[config.mk]
export PLATFORM = sky130hd
export DESIGN_NAME = packed_pattern_unpacker
export DESIGN_NICKNAME = d
export VERILOG_FILES = /design/src/rtl/ppu_pkg.sv /design/src/rtl/ppu_conv.sv /design/src/rtl/ppu_parser.sv /design/src/rtl/packed_pattern_unpacker.sv
export SDC_FILE = /design/constraint.sdc
export NUM_CORES = 1
export LEC_CHECK = 0
export BUFFER_PORTS_ARGS = -buffer_cell sky130_fd_sc_hd__buf_2
export CORE_AREA = 4 4 136 138
export DETAILED_ROUTE_END_ITERATION = 8
export DIE_AREA = 0 0 140 142
export PLACE_DENSITY_LB_ADDON = 0.08
export SLEW_MARGIN = 20
export SYNTH_ARGS = -nofsm -noshare
export SYNTH_HDL_FRONTEND = slang
export SYNTH_SLANG_ARGS = --single-unit
export TNS_END_PERCENT = 1
[constraint.sdc]
create_clock -name clk -period 7.6 [get_ports clk]
set_input_delay 1.14 -clock clk [delete_from_list [all_inputs] [get_ports clk]]
set_output_delay 1.14 -clock clk [all_outputs]
set_load 0.1 [all_outputs]
[src/rtl/ppu_pkg.sv]
package ppu_pkg;

	localparam int ROWS_PER_PATTERN = 64;
	localparam int MAX_CHANNELS     = 32;
	localparam int MAX_SAMPLES      = 64;

	localparam int ROW_W  = 6;
	localparam int CHAN_W = 5;
	localparam int CCNT_W = 6;
	localparam int MASK_W = 64;
	localparam int CFG_IDX_W = 2;

	localparam logic [ROW_W-1:0] LAST_ROW = ROW_W'(ROWS_PER_PATTERN - 1);

	localparam logic [CFG_IDX_W-1:0] REG_CHANNEL_COUNT = 2'd0;
	localparam logic [CFG_IDX_W-1:0] REG_SAMPLE_COUNT  = 2'd1;
	localparam logic [CFG_IDX_W-1:0] REG_SAMPLE_MASK   = 2'd2;

	localparam logic [CCNT_W-1:0] CHANNEL_COUNT_RST = 6'd32;

	// entry header flag bits (above the channel field)
	localparam int FLAG_NOTE = 0;
	localparam int FLAG_VOL  = 1;
	localparam int FLAG_EFX  = 2;

	localparam logic [7:0] NOTE_RAW_MIN = 8'hF0;
	localparam logic [7:0] NOTE_EMPTY   = 8'hFF;
	localparam logic [7:0] NOTE_BASE    = 8'd13;
	localparam logic [7:0] VOL_MAX      = 8'd64;

	// effect letters, 'A' = 1
	localparam logic [7:0] EFF_A = 8'd1;
	localparam logic [7:0] EFF_B = 8'd2;
	localparam logic [7:0] EFF_C = 8'd3;
	localparam logic [7:0] EFF_D = 8'd4;
	localparam logic [7:0] EFF_H = 8'd8;
	localparam logic [7:0] EFF_O = 8'd15;
	localparam logic [7:0] EFF_T = 8'd20;

	localparam logic [3:0] FX_NONE    = 4'h0;
	localparam logic [3:0] FX_SPEED   = 4'hF;
	localparam logic [3:0] FX_JUMP    = 4'hB;
	localparam logic [3:0] FX_BREAK   = 4'hD;
	localparam logic [3:0] FX_VSLIDE  = 4'hA;
	localparam logic [3:0] FX_VIBRATO = 4'h4;
	localparam logic [3:0] FX_OFFSET  = 4'h9;

	typedef enum logic [5:0] {
		PH_HEAD   = 6'b000001,
		PH_NOTE   = 6'b000010,
		PH_SAMPLE = 6'b000100,
		PH_VOL    = 6'b001000,
		PH_EFX    = 6'b010000,
		PH_ARG    = 6'b100000
	} phase_t;

	typedef struct packed {
		logic [CCNT_W-1:0] channel_count;
		logic [7:0]        sample_count;
		logic [MASK_W-1:0] sample_present_mask;
	} cfg_t;

	typedef struct packed {
		logic [7:0] note;
		logic [7:0] sample;
		logic       sample_bad;
		logic [6:0] volume;
		logic [3:0] effect_code;
	} conv_t;

	typedef struct packed {
		logic [ROW_W-1:0]  row_index;
		logic [CHAN_W-1:0] channel_index;
		logic              has_note;
		logic [7:0]        note_number;
		logic [7:0]        sample_number;
		logic              sample_invalid;
		logic              has_volume;
		logic [6:0]        volume_level;
		logic              has_effect;
		logic [3:0]        effect_code;
		logic [7:0]        effect_param;
		logic              pattern_end;
	} cell_t;

	function automatic logic [3:0] map_effect(input logic [7:0] code);
		logic [3:0] r;
		case (code)
			EFF_A:   r = FX_SPEED;
			EFF_B:   r = FX_JUMP;
			EFF_C:   r = FX_BREAK;
			EFF_D:   r = FX_VSLIDE;
			EFF_H:   r = FX_VIBRATO;
			EFF_O:   r = FX_OFFSET;
			EFF_T:   r = FX_SPEED;
			default: r = FX_NONE;
		endcase
		return r;
	endfunction

endpackage

[src/rtl/ppu_conv.sv]
module ppu_conv (
	input  logic [7:0]    data_byte,
	input  ppu_pkg::cfg_t cfg,
	output ppu_pkg::conv_t conv
);

	logic [3:0] hi;
	logic [3:0] lo;
	logic [7:0] hi12;
	logic [7:0] smp_m1;
	logic       bad;

	assign hi     = data_byte[7:4];
	assign lo     = data_byte[3:0];
	assign hi12   = {1'b0, hi, 3'b000} + {2'b00, hi, 2'b00};
	assign smp_m1 = data_byte - 8'd1;

	always_comb begin
		if (data_byte > cfg.sample_count) begin
			bad = 1'b1;
		end else if (data_byte != 8'd0) begin
			bad = (data_byte > 8'(ppu_pkg::MAX_SAMPLES)) ||
				!cfg.sample_present_mask[smp_m1[5:0]];
		end else begin
			bad = 1'b0;
		end
	end

	always_comb begin
		if (data_byte < ppu_pkg::NOTE_RAW_MIN) begin
			conv.note = {4'd0, lo} + hi12 + ppu_pkg::NOTE_BASE;
		end else if (data_byte == ppu_pkg::NOTE_EMPTY) begin
			conv.note = 8'd0;
		end else begin
			conv.note = data_byte;
		end
		conv.sample      = bad ? 8'd0 : data_byte;
		conv.sample_bad  = bad;
		conv.volume      = (data_byte <= ppu_pkg::VOL_MAX) ? data_byte[6:0] + 7'd1 : 7'd0;
		conv.effect_code = ppu_pkg::map_effect(data_byte);
	end

endmodule

[src/rtl/ppu_parser.sv]
module ppu_parser (
	input  logic           clk,
	input  logic           arst_n,
	input  logic           fire,
	input  logic [7:0]     data_byte,
	input  ppu_pkg::cfg_t  cfg,
	output logic           emit,
	output ppu_pkg::cell_t decoded
);

	ppu_pkg::phase_t            phase_q, phase_n;
	logic [ppu_pkg::ROW_W-1:0]  row_q, row_n;
	logic [2:0]                 flags_q, flags_n;
	logic [ppu_pkg::CHAN_W-1:0] chan_q, chan_n;
	logic                       skip_q, skip_n;
	logic [7:0]                 note_q, note_n;
	logic [7:0]                 sample_q, sample_n;
	logic                       bad_q, bad_n;
	logic [6:0]                 vol_q, vol_n;
	logic [3:0]                 efx_q, efx_n;
	logic [ppu_pkg::CCNT_W-1:0] limit;
	logic                       finish;
	ppu_pkg::conv_t             conv;

	ppu_conv u_conv (
		.data_byte (data_byte),
		.cfg       (cfg),
		.conv      (conv)
	);

	assign limit = (cfg.channel_count > ppu_pkg::CCNT_W'(ppu_pkg::MAX_CHANNELS)) ?
		ppu_pkg::CCNT_W'(ppu_pkg::MAX_CHANNELS) : cfg.channel_count;

	always_comb begin
		phase_n  = phase_q;
		row_n    = row_q;
		flags_n  = flags_q;
		chan_n   = chan_q;
		skip_n   = skip_q;
		note_n   = note_q;
		sample_n = sample_q;
		bad_n    = bad_q;
		vol_n    = vol_q;
		efx_n    = efx_q;
		finish   = 1'b0;
		emit     = 1'b0;
		decoded  = '0;
		case (phase_q)
			ppu_pkg::PH_NOTE: begin
				note_n  = conv.note;
				phase_n = ppu_pkg::PH_SAMPLE;
			end
			ppu_pkg::PH_SAMPLE: begin
				sample_n = conv.sample;
				bad_n    = conv.sample_bad;
				if (flags_q[ppu_pkg::FLAG_VOL]) begin
					phase_n = ppu_pkg::PH_VOL;
				end else if (flags_q[ppu_pkg::FLAG_EFX]) begin
					phase_n = ppu_pkg::PH_EFX;
				end else begin
					finish = 1'b1;
				end
			end
			ppu_pkg::PH_VOL: begin
				vol_n = conv.volume;
				if (flags_q[ppu_pkg::FLAG_EFX]) begin
					phase_n = ppu_pkg::PH_EFX;
				end else begin
					finish = 1'b1;
				end
			end
			ppu_pkg::PH_EFX: begin
				efx_n   = conv.effect_code;
				phase_n = ppu_pkg::PH_ARG;
			end
			ppu_pkg::PH_ARG: begin
				finish = 1'b1;
			end
			ppu_pkg::PH_HEAD: begin
				if (data_byte == 8'd0) begin
					if (row_q == ppu_pkg::LAST_ROW) begin
						row_n               = '0;
						emit                = 1'b1;
						decoded.pattern_end = 1'b1;
					end else begin
						row_n = row_q + ppu_pkg::ROW_W'(1);
					end
				end else begin
					chan_n   = data_byte[ppu_pkg::CHAN_W-1:0];
					flags_n  = data_byte[7:5];
					skip_n   = {1'b0, chan_n} >= limit;
					note_n   = '0;
					sample_n = '0;
					bad_n    = 1'b0;
					vol_n    = '0;
					efx_n    = '0;
					if (flags_n[ppu_pkg::FLAG_NOTE]) begin
						phase_n = ppu_pkg::PH_NOTE;
					end else if (flags_n[ppu_pkg::FLAG_VOL]) begin
						phase_n = ppu_pkg::PH_VOL;
					end else if (flags_n[ppu_pkg::FLAG_EFX]) begin
						phase_n = ppu_pkg::PH_EFX;
					end else begin
						finish = 1'b1;
					end
				end
			end
			default: begin
				phase_n = ppu_pkg::PH_HEAD;
			end
		endcase

		if (finish) begin
			phase_n = ppu_pkg::PH_HEAD;
			if (!skip_n) begin
				emit                  = 1'b1;
				decoded.row_index     = row_q;
				decoded.channel_index = chan_n;
				if (flags_n[ppu_pkg::FLAG_NOTE]) begin
					decoded.has_note       = 1'b1;
					decoded.note_number    = note_n;
					decoded.sample_number  = sample_n;
					decoded.sample_invalid = bad_n;
				end
				if (flags_n[ppu_pkg::FLAG_VOL]) begin
					decoded.has_volume   = 1'b1;
					decoded.volume_level = vol_n;
				end
				if (flags_n[ppu_pkg::FLAG_EFX]) begin
					decoded.has_effect   = 1'b1;
					decoded.effect_code  = efx_n;
					decoded.effect_param = (efx_n != ppu_pkg::FX_NONE) ? data_byte : 8'd0;
				end
			end
		end
	end

	always_ff @(posedge clk or negedge arst_n) begin
		if (!arst_n) begin
			phase_q  <= ppu_pkg::PH_HEAD;
			row_q    <= '0;
			flags_q  <= '0;
			chan_q   <= '0;
			skip_q   <= 1'b0;
			note_q   <= '0;
			sample_q <= '0;
			bad_q    <= 1'b0;
			vol_q    <= '0;
			efx_q    <= '0;
		end else if (fire) begin
			phase_q  <= phase_n;
			row_q    <= row_n;
			flags_q  <= flags_n;
			chan_q   <= chan_n;
			skip_q   <= skip_n;
			note_q   <= note_n;
			sample_q <= sample_n;
			bad_q    <= bad_n;
			vol_q    <= vol_n;
			efx_q    <= efx_n;
		end
	end

endmodule

[src/rtl/packed_pattern_unpacker.sv]
// Packed pattern unpacker: takes one packed pattern byte per transaction on the
// byte channel and returns one decoded cell per completed in-use entry, plus a
// pattern_end cell after the 64th row end. Bytes are taken every cycle while
// byte_stall is low; a byte is held in the input register, and its cell, if
// any, is registered in the output register on the cell channel. The only thing
// that slows input is cell_stall: byte_stall rises when a cell is waiting and
// the input register already holds a byte. Write the configuration registers
// only while no entry is in flight.
module packed_pattern_unpacker (
	input  logic        clk,
	input  logic        arst_n,

	input  logic        cfg_write,
	input  logic [1:0]  cfg_index,
	input  logic [63:0] cfg_data,

	input  logic        byte_valid,
	output logic        byte_stall,
	input  logic [7:0]  data_byte,

	output logic        cell_valid,
	input  logic        cell_stall,
	output logic [5:0]  row_index,
	output logic [4:0]  channel_index,
	output logic        has_note,
	output logic [7:0]  note_number,
	output logic [7:0]  sample_number,
	output logic        sample_invalid,
	output logic        has_volume,
	output logic [6:0]  volume_level,
	output logic        has_effect,
	output logic [3:0]  effect_code,
	output logic [7:0]  effect_param,
	output logic        pattern_end
);

	ppu_pkg::cfg_t  cfg_q;
	logic [7:0]     byte_s1;
	logic           valid_s1;
	logic           advance;
	logic           fire;
	logic           emit;
	ppu_pkg::cell_t decoded;
	ppu_pkg::cell_t cell_q;
	logic           cell_valid_q;

	always_ff @(posedge clk or negedge arst_n) begin
		if (!arst_n) begin
			cfg_q.channel_count       <= ppu_pkg::CHANNEL_COUNT_RST;
			cfg_q.sample_count        <= '0;
			cfg_q.sample_present_mask <= '0;
		end else if (cfg_write) begin
			case (cfg_index)
				ppu_pkg::REG_CHANNEL_COUNT: cfg_q.channel_count <= cfg_data[ppu_pkg::CCNT_W-1:0];
				ppu_pkg::REG_SAMPLE_COUNT:  cfg_q.sample_count <= cfg_data[7:0];
				ppu_pkg::REG_SAMPLE_MASK:   cfg_q.sample_present_mask <= cfg_data;
				default: ;
			endcase
		end
	end

	assign advance    = !cell_valid_q || !cell_stall;
	assign fire       = valid_s1 && advance;
	assign byte_stall = valid_s1 && !advance;

	always_ff @(posedge clk or negedge arst_n) begin
		if (!arst_n) begin
			valid_s1 <= 1'b0;
		end else if (byte_valid && !byte_stall) begin
			valid_s1 <= 1'b1;
		end else if (advance) begin
			valid_s1 <= 1'b0;
		end
	end

	always_ff @(posedge clk) begin
		if (byte_valid && !byte_stall) begin
			byte_s1 <= data_byte;
		end
	end

	ppu_parser u_parser (
		.clk       (clk),
		.arst_n    (arst_n),
		.fire      (fire),
		.data_byte (byte_s1),
		.cfg       (cfg_q),
		.emit      (emit),
		.decoded   (decoded)
	);

	always_ff @(posedge clk or negedge arst_n) begin
		if (!arst_n) begin
			cell_valid_q <= 1'b0;
		end else if (advance) begin
			cell_valid_q <= fire && emit;
		end
	end

	always_ff @(posedge clk) begin
		if (advance && fire && emit) begin
			cell_q <= decoded;
		end
	end

	assign cell_valid     = cell_valid_q;
	assign row_index      = cell_q.row_index;
	assign channel_index  = cell_q.channel_index;
	assign has_note       = cell_q.has_note;
	assign note_number    = cell_q.note_number;
	assign sample_number  = cell_q.sample_number;
	assign sample_invalid = cell_q.sample_invalid;
	assign has_volume     = cell_q.has_volume;
	assign volume_level   = cell_q.volume_level;
	assign has_effect     = cell_q.has_effect;
	assign effect_code    = cell_q.effect_code;
	assign effect_param   = cell_q.effect_param;
	assign pattern_end    = cell_q.pattern_end;

endmodule

* Word-level counts from Yosys, hierarchy flattened
Cells that the tools add are included.
** Word-level totals
- Bits in registers :: 188
- Logic and storage cells :: 148
- Input bits :: 79
** Operators by class
- Magnitude comparators :: 7
- Equal/unequal tests :: 20
- Bitwise operators :: 5
- Add/subtract/negate cells :: 6
- Multiplexer cells :: 53
- Reductions and logical operators :: 29
** Operators by type and width (count)
- $mux 8 :: 7
- $mux 6 :: 9
- $pmux 6 s6 :: 1
- $pmux 8 s2 :: 2
- $pmux 4 s6 :: 1
- $mux 1 :: 19
- $mux 18 :: 1
- $eq 8x2->1 const B :: 2
- $eq 8x4->1 const B :: 2
- $mux 7 :: 2
- $pmux 7 s2 :: 1
- $mux 13 :: 1
- $eq 6x6->1 const B :: 2
- $mux 5 :: 2
- $reduce_or 3->1 :: 3
- $add 4x8->8 :: 1
- $add 7x6->8 :: 1
- $add 8x4->8 const B :: 1
- $eq 8x1->1 const B :: 1
- $eq 8x3->1 const B :: 1
- $eq 8x5->1 const B :: 1
- $eq 8x8->1 const B :: 1
- $gt 8x7->1 const B :: 1
- $gt 8x8->1 :: 1
- other kinds (38) :: 56

* Longest topological paths before layout
- Depth after elaboration :: 10
- Gate-level depth with buffers :: 15
- Depth with buffers taken out :: 12

* Cells and area by module
From an unflattened synthesis, not the netlist that was laid out.
** Unflattened totals
- Cells, all modules :: 814
- Area, all modules :: 9913.3 sq um
** Modules (own cells, without submodules)
- packed_pattern_unpacker :: cells each 236, instances 1, area an instance 5028.6 sq um, sequential area each 3774.9 sq um
- ppu_parser :: cells each 354, instances 1, area an instance 3120.5 sq um, sequential area each 1227.4 sq um
- ppu_conv :: cells each 224, instances 1, area an instance 1764.2 sq um, sequential area each 0.0 sq um

* Worst setup path before layout
OpenSTA, ideal clock, no wires.
- Kind :: flip-flop to flip-flop
- Start :: reg byte_s1[0]
- End :: reg cell_q, in the netlist channel_index[0] (enable)
- Data arrival time :: 4.577 ns
- Stages on the path, launching flop included :: 12
- Library setup time :: 0.460 ns
- Required time :: 7.140 ns
- Path slack :: 2.564 ns
- Buffers on the path :: 4
- Cells stage by stage :: edfxtp_1 buf_6 buf_6 buf_2 inv_1 ha_1 buf_4 or4b_4 o211ai_4 o211a_1 nor2_1 nor2_1
** Between the ends
- Longest elaborated chain between the ends :: 6
- Elaborated cells between the ends (all ways) :: 11
- Classes of those cells :: order compare: 1; mux: 8; reduce/logical: 2
** RTL lines
- start: declaration :: RTL line packed_pattern_unpacker.sv:38 : logic [7:0] byte_s1;
- start signal: assignment :: RTL line packed_pattern_unpacker.sv:78 : byte_s1 <= data_byte;
- $ge 5x6->1 or $logic_not 8->1 (tied branches) :: RTL line ppu_parser.sv:91, ppu_parser.sv:80
- $mux 1 :: RTL line ppu_parser.sv:80 : if (data_byte == 8'd0) begin
- $mux 1 :: RTL line ppu_parser.sv:48 : case (phase_q)
- $mux 1 :: RTL line ppu_parser.sv:115 : if (!skip_n) begin
- $mux 1 * :: RTL line ppu_parser.sv:113 : if (finish) begin
- $logic_and 1x1->1 * :: RTL line packed_pattern_unpacker.sv:101 : if (advance && fire && emit) begin
- end signal: assignment :: RTL line packed_pattern_unpacker.sv:102 : cell_q <= decoded;
- end: declaration :: RTL line packed_pattern_unpacker.sv:44 : ppu_pkg::cell_t cell_q;
Every way passes the cells marked *; elsewhere a longest branch is shown, timed or not.
A chain may end at the register's enable or synchronous reset.

* Worst setup path after layout
- Start :: reg byte_s1[0]
- End :: reg cell_q, in the netlist sample_number[2] (data pin)
** Between the ends
- Longest elaborated chain between the ends :: 9
- Elaborated cells between the ends (all ways) :: 24
- Classes of those cells :: add/sub: 1; order compare: 3; mux: 13; bitwise: 2; reduce/logical: 5
** RTL lines
- $sub 6x1->6 :: RTL line ppu_conv.sv:16 : assign smp_m1 = data_byte - 8'd1;
- $bmux 1 s6 :: RTL line ppu_conv.sv:23 : !cfg.sample_present_mask[smp_m1[5:0]];
- $mux 1 (not written as such) :: RTL line ppu_conv.sv:23
- $logic_not 1->1 :: RTL line ppu_conv.sv:23
- $logic_or 1x1->1 :: RTL line ppu_conv.sv:22 : bad = (data_byte > 8'(ppu_pkg::MAX_SAMPLES)) ||
- $mux 1 :: RTL line ppu_conv.sv:21 : end else if (data_byte != 8'd0) begin
- $mux 1 :: RTL line ppu_conv.sv:19 : if (data_byte > cfg.sample_count) begin
- $mux 8 :: RTL line ppu_conv.sv:37 : conv.sample = bad ? 8'd0 : data_byte;
- $pmux 8 s2 :: RTL line ppu_parser.sv:48
Parallel ways exist; a longest one is shown, timed or not. The select of a mux whose other input is x is not followed.

==> summary.md <==
The run gives 0 ns as the setup TNS after final layout. The register clock-pin slew on the reported worst setup and hold paths works out to 0.07 ns. The total routing resource utilization after global routing is 22.9%, and the violation count after the first detailed-route iteration is 489. Setup repair after global routing left no endpoint under its margin. The tools report the sum of net half-perimeters after detailed placement as 16.0 mm. For this design, the slowest cell found on the critical path is sky130_fd_sc_hd__o21ai_1. The floorplan die height is 142 µm. The die covers 0.0199 mm². The maximum frequency from static timing analysis was 232 MHz. After synthesis, the largest area contributor takes up 34.1% of total cell area. After detailed routing, the average wire length per cell comes to 19.5 µm. Entering global routing, the biggest net connects 79 pins.

Total congestion overflow: 0. In the post-synthesis netlist, the cell with the most instances is sky130_fd_sc_hd__dfrtp_1. In this design, the critical path's most frequently occurring cell is sky130_fd_sc_hd__o21ai_1.

The filler cell count was 1,444; the peak supply drop was 0.000169 V. Relative to the synthesized area, the layout overhead comes to 15.4%. Ranked by total cell area, the synthesized netlist is headed by sky130_fd_sc_hd__dfrtp_1, sky130_fd_sc_hd__edfxtp_1, sky130_fd_sc_hd__mux2_2. After technology mapping, the gate count stands at 773. In the routed layout, each cell is associated on average with a via count of 5.79. The region available for standard cell placement spans 0.0172 mm².

The classification of the worst-slack hold path was flip-flop to flip-flop. For this run, the post-layout net count is 1,016. The post-cts resize count is 0, and the number of placed I/O pins is 132. Traced cell by cell, the critical path runs through buf_4 -> inv_1 -> ha_1 -> or4b_4 -> o211ai_4 -> o21ai_1 -> o21ai_1 -> clkinv_1 -> nand4_1 -> o41ai_1. For the worst-skew pair, the clock arrives at the later sink with an insertion delay of 0.43 ns. For this block, the routed nets add up to 22.2 mm of wire. The number of clock sinks seen by CTS is 188.

The count of hold-fix buffers inserted at cts came out at 0. For the final hold violation count, the log shows 0. The sequential fraction of the synthesis area was 53.7%. The tools report the initial antenna violation count as 2. The via count of the first global-routing pass was 6,930. The setup path with the least slack is of type flip-flop to flip-flop. After detailed routing, the number of remaining DRC violations is 0.

The run finished with clean final reports. The run gives 6,584 as the routed via count. Counting both buffers and inverters, the worst setup path holds a total of 3. By count the netlist is led by sky130_fd_sc_hd__dfrtp_1, sky130_fd_sc_hd__mux2_2, sky130_fd_sc_hd__nand2_1.

TritonCTS built the clock tree. The synthesized design contains 59 enable-type register cells. At the worst endpoint, the arrival time is 4.46 ns. For the pin with the worst max-slew slack, the measured transition is 0.991 ns.

The number of nets in the synthesized netlist is 891. The run gives 0 as the warning count from the yosys run. The run gives 33.5% as the headroom to the max-slew limit. The logs give 0.924 for the final RePlAce weighted congestion and 0 for the max-slew violation count. A synthesized cell averages 12.0 µm². The clock passes through at most 2 buffers. The worst-case clock skew was 0.00991 ns; the required time of the worst setup path was 7.76 ns.

The largest driver fanout on the critical path works out to 30. STA classifies the critical path endpoint as a flip-flop. Grouping stages by cell kind, the critical path spends the most delay in compound AO/OA/AOI/OAI gates. For this design the static power due to leakage is 0.00460 µW. Summing every instance area after synthesis gives 0.00931 mm². The placed instances occupy a cell area of 0.0102 mm².

In the synthesized netlist the async set-or-reset flop fraction comes to 68.6%. The first-pass GRT wire length was 36.2 mm; the die boundary width was 140 µm. For this run, the slowest stage of the critical path takes 0.79 ns. The core utilization of the finished layout is 62.5%. Buffers inserted during clock tree synthesis total 17.

The library cell occupying the most area in the post-synthesis netlist was sky130_fd_sc_hd__dfrtp_1. The number of different library cells used by synthesis comes to 65. The worst path uses 56.6% of the clock period. The critical path launch point type was a flip-flop. For this configuration, the core starts out at a cell density of 54.2%.

The worst path in the final design needs a cycle of 4.30 ns, including I/O delays and setup. Power spread over the standard cell area amounts to 308 mW/mm². The first-pass iteration count of the detailed router was 5. Among all flip-flop cells after synthesis, the most frequent one is sky130_fd_sc_hd__dfrtp_1. Once layout is done, the placed cells without fillers occupy 0.0107 mm². The number of buffers inserted by port buffering is 131. The flip-flop and latch count after synthesis was 188; the count of endpoints failing setup in the final report was 0.

Buffers added to address setup during post-CTS repair amount to 0. Clock tree synthesis selected as its root buffer the cell sky130_fd_sc_hd__clkbuf_16. Max-cap violations in this run came to 0. In the final layout, the share of cells above drive strength 1 is 30.3%. For the placement row count, the log shows 48. The H-tree was split into 4 levels. Once detail routing completed, the nets flagged for antenna violations numbered 0.
-- cells in the final DEF (no fill, tap or decap), types with 5 or more instances in the layout --
master and n:
sky130_fd_sc_hd__nor2_1 56, sky130_fd_sc_hd__a22oi_1 11, sky130_fd_sc_hd__dfrtp_1 127, sky130_fd_sc_hd__a21oi_1 32, sky130_fd_sc_hd__xor2_1 5, sky130_fd_sc_hd__o21ai_1 7, sky130_fd_sc_hd__clkbuf_16 19, sky130_fd_sc_hd__o21ai_0 32
sky130_fd_sc_hd__nand2b_1 10, sky130_fd_sc_hd__mux4_2 17, sky130_fd_sc_hd__nand2_1 69, sky130_fd_sc_hd__inv_1 26, sky130_fd_sc_hd__xnor2_1 13, sky130_fd_sc_hd__o41ai_1 5, sky130_fd_sc_hd__buf_2 130, sky130_fd_sc_hd__nor3_1 9
sky130_fd_sc_hd__a31oi_1 12, sky130_fd_sc_hd__ha_1 38, sky130_fd_sc_hd__mux2_2 79, sky130_fd_sc_hd__o31ai_1 8, sky130_fd_sc_hd__nand4_1 7, sky130_fd_sc_hd__buf_4 9, sky130_fd_sc_hd__and3_1 5, sky130_fd_sc_hd__a22o_1 15
sky130_fd_sc_hd__nand3_1 12, sky130_fd_sc_hd__and2_1 21, sky130_fd_sc_hd__edfxtp_1 59
-- worst paths after layout --
check                           depth (start not counted)                            from  slack (ns)                             end
worst max-delay path                                   10            byte_s1[0]$_DFFE_PP_        3.30  sample_number[2]$_SDFFCE_PP0P_
worst min-delay path                                    2  u_parser.note_q[7]$_DFFE_PN0P_        0.49  u_parser.note_q[7]$_DFFE_PN0P_
worst max register to register                         10            byte_s1[0]$_DFFE_PP_        3.30  sample_number[2]$_SDFFCE_PP0P_
worst min register to register                          2  u_parser.note_q[7]$_DFFE_PN0P_        0.49  u_parser.note_q[7]$_DFFE_PN0P_
max in group asynchronous                               2                          arst_n        5.39           cfg_q[69]$_DFFE_PN0P_
min in group asynchronous                               1                          arst_n        0.77  u_parser.note_q[0]$_DFFE_PN0P_
-- power breakdown --
group | switching, µW | leakage, µW | internal, µW
clock | 384 | 0.000285 | 487
sequential | 115 | 0.00215 | 1230
combinational | 755 | 0.00217 | 337
total | 1250 | 0.00460 | 2060
-- logic make-up after synthesis --
logic type / Yosys count / synth area share, %
flip-flops: 188 / 53.7
AO/OA/AOI/OAI: 153 / 11.1
adder cells (fa/ha/maj): 39 / 5.32
multiplexers: 100 / 14.1
AND/OR/NAND/NOR: 214 / 11.3
XOR/XNOR: 18 / 1.69
buffers and inverters: 61 / 2.84
-- registers in the layout (all words and copies together) (netlist names), 5 cells and up --
name	flops
cfg_q	78
note_number	8
volume_level	7
u_parser.row_q	6
u_parser.vol_q	7
row_index	6
u_parser.phase_q	6
effect_param	8
sample_number	8
u_parser.sample_q	8
u_parser.note_q	8
channel_index	5
u_parser.chan_q	5
byte_s1	8
-- per-layer routing --
metal | global-route usage [%] | vias to the layer above | wire length, µm | part of all wire (%)
li1 | - | 3086 | - | -
met1 | 29.7 | 3233 | 9320 | 42
met2 | 38.7 | 229 | 11000 | 49
met3 | 5.95 | 32 | 1510 | 6.8
met4 | 6.73 | 4 | 389 | 1.8
met5 | 0 | - | 26 | 0.12
-- metrics by stage --
| step | instances | power (µW) | worst slack (ns) | hold WS, ns |
|---|---|---|---|---|
| 2_1_floorplan | 773 | 2180 | 2.56 | 0.450 |
| 6_report | 1137 | 3310 | 3.30 | 0.487 |
| 4_1_cts | 1136 | 3320 | 3.31 | 0.486 |
| 3_3_place_gp | 1104 | 2420 | 3.57 | 0.464 |
| 5_1_grt | 1136 | 3490 | 2.96 | 0.514 |
| 3_5_place_dp | 1104 | 2450 | 3.32 | 0.470 |
-- area by class of cell --
type                            count  area, µm²  area share [%]
Clock inverter                      7       50.0           0.466
Inverter                           28        105           0.979
Clock buffer                       25        528            4.92
Timing Repair Buffer              139        718            6.69
Sequential cell                   188       5000            46.6
Antenna cell                        1       2.50          0.0233
Tap cell                          225        282            2.62
Multi-Input combinational cell    524       4050            37.7
-- worst reg2reg max path, delay by kind of cell, from the launching register on --
family                   cells  cell delay, ns
AO/OA/AOI/OAI                4            1.52
buffers and inverters        3            0.93
flip-flops                   1            0.36
adder cells (fa/ha/maj)      1            0.45
AND/OR/NAND/NOR              2            0.79
Power figures use the tool's default switching activity.
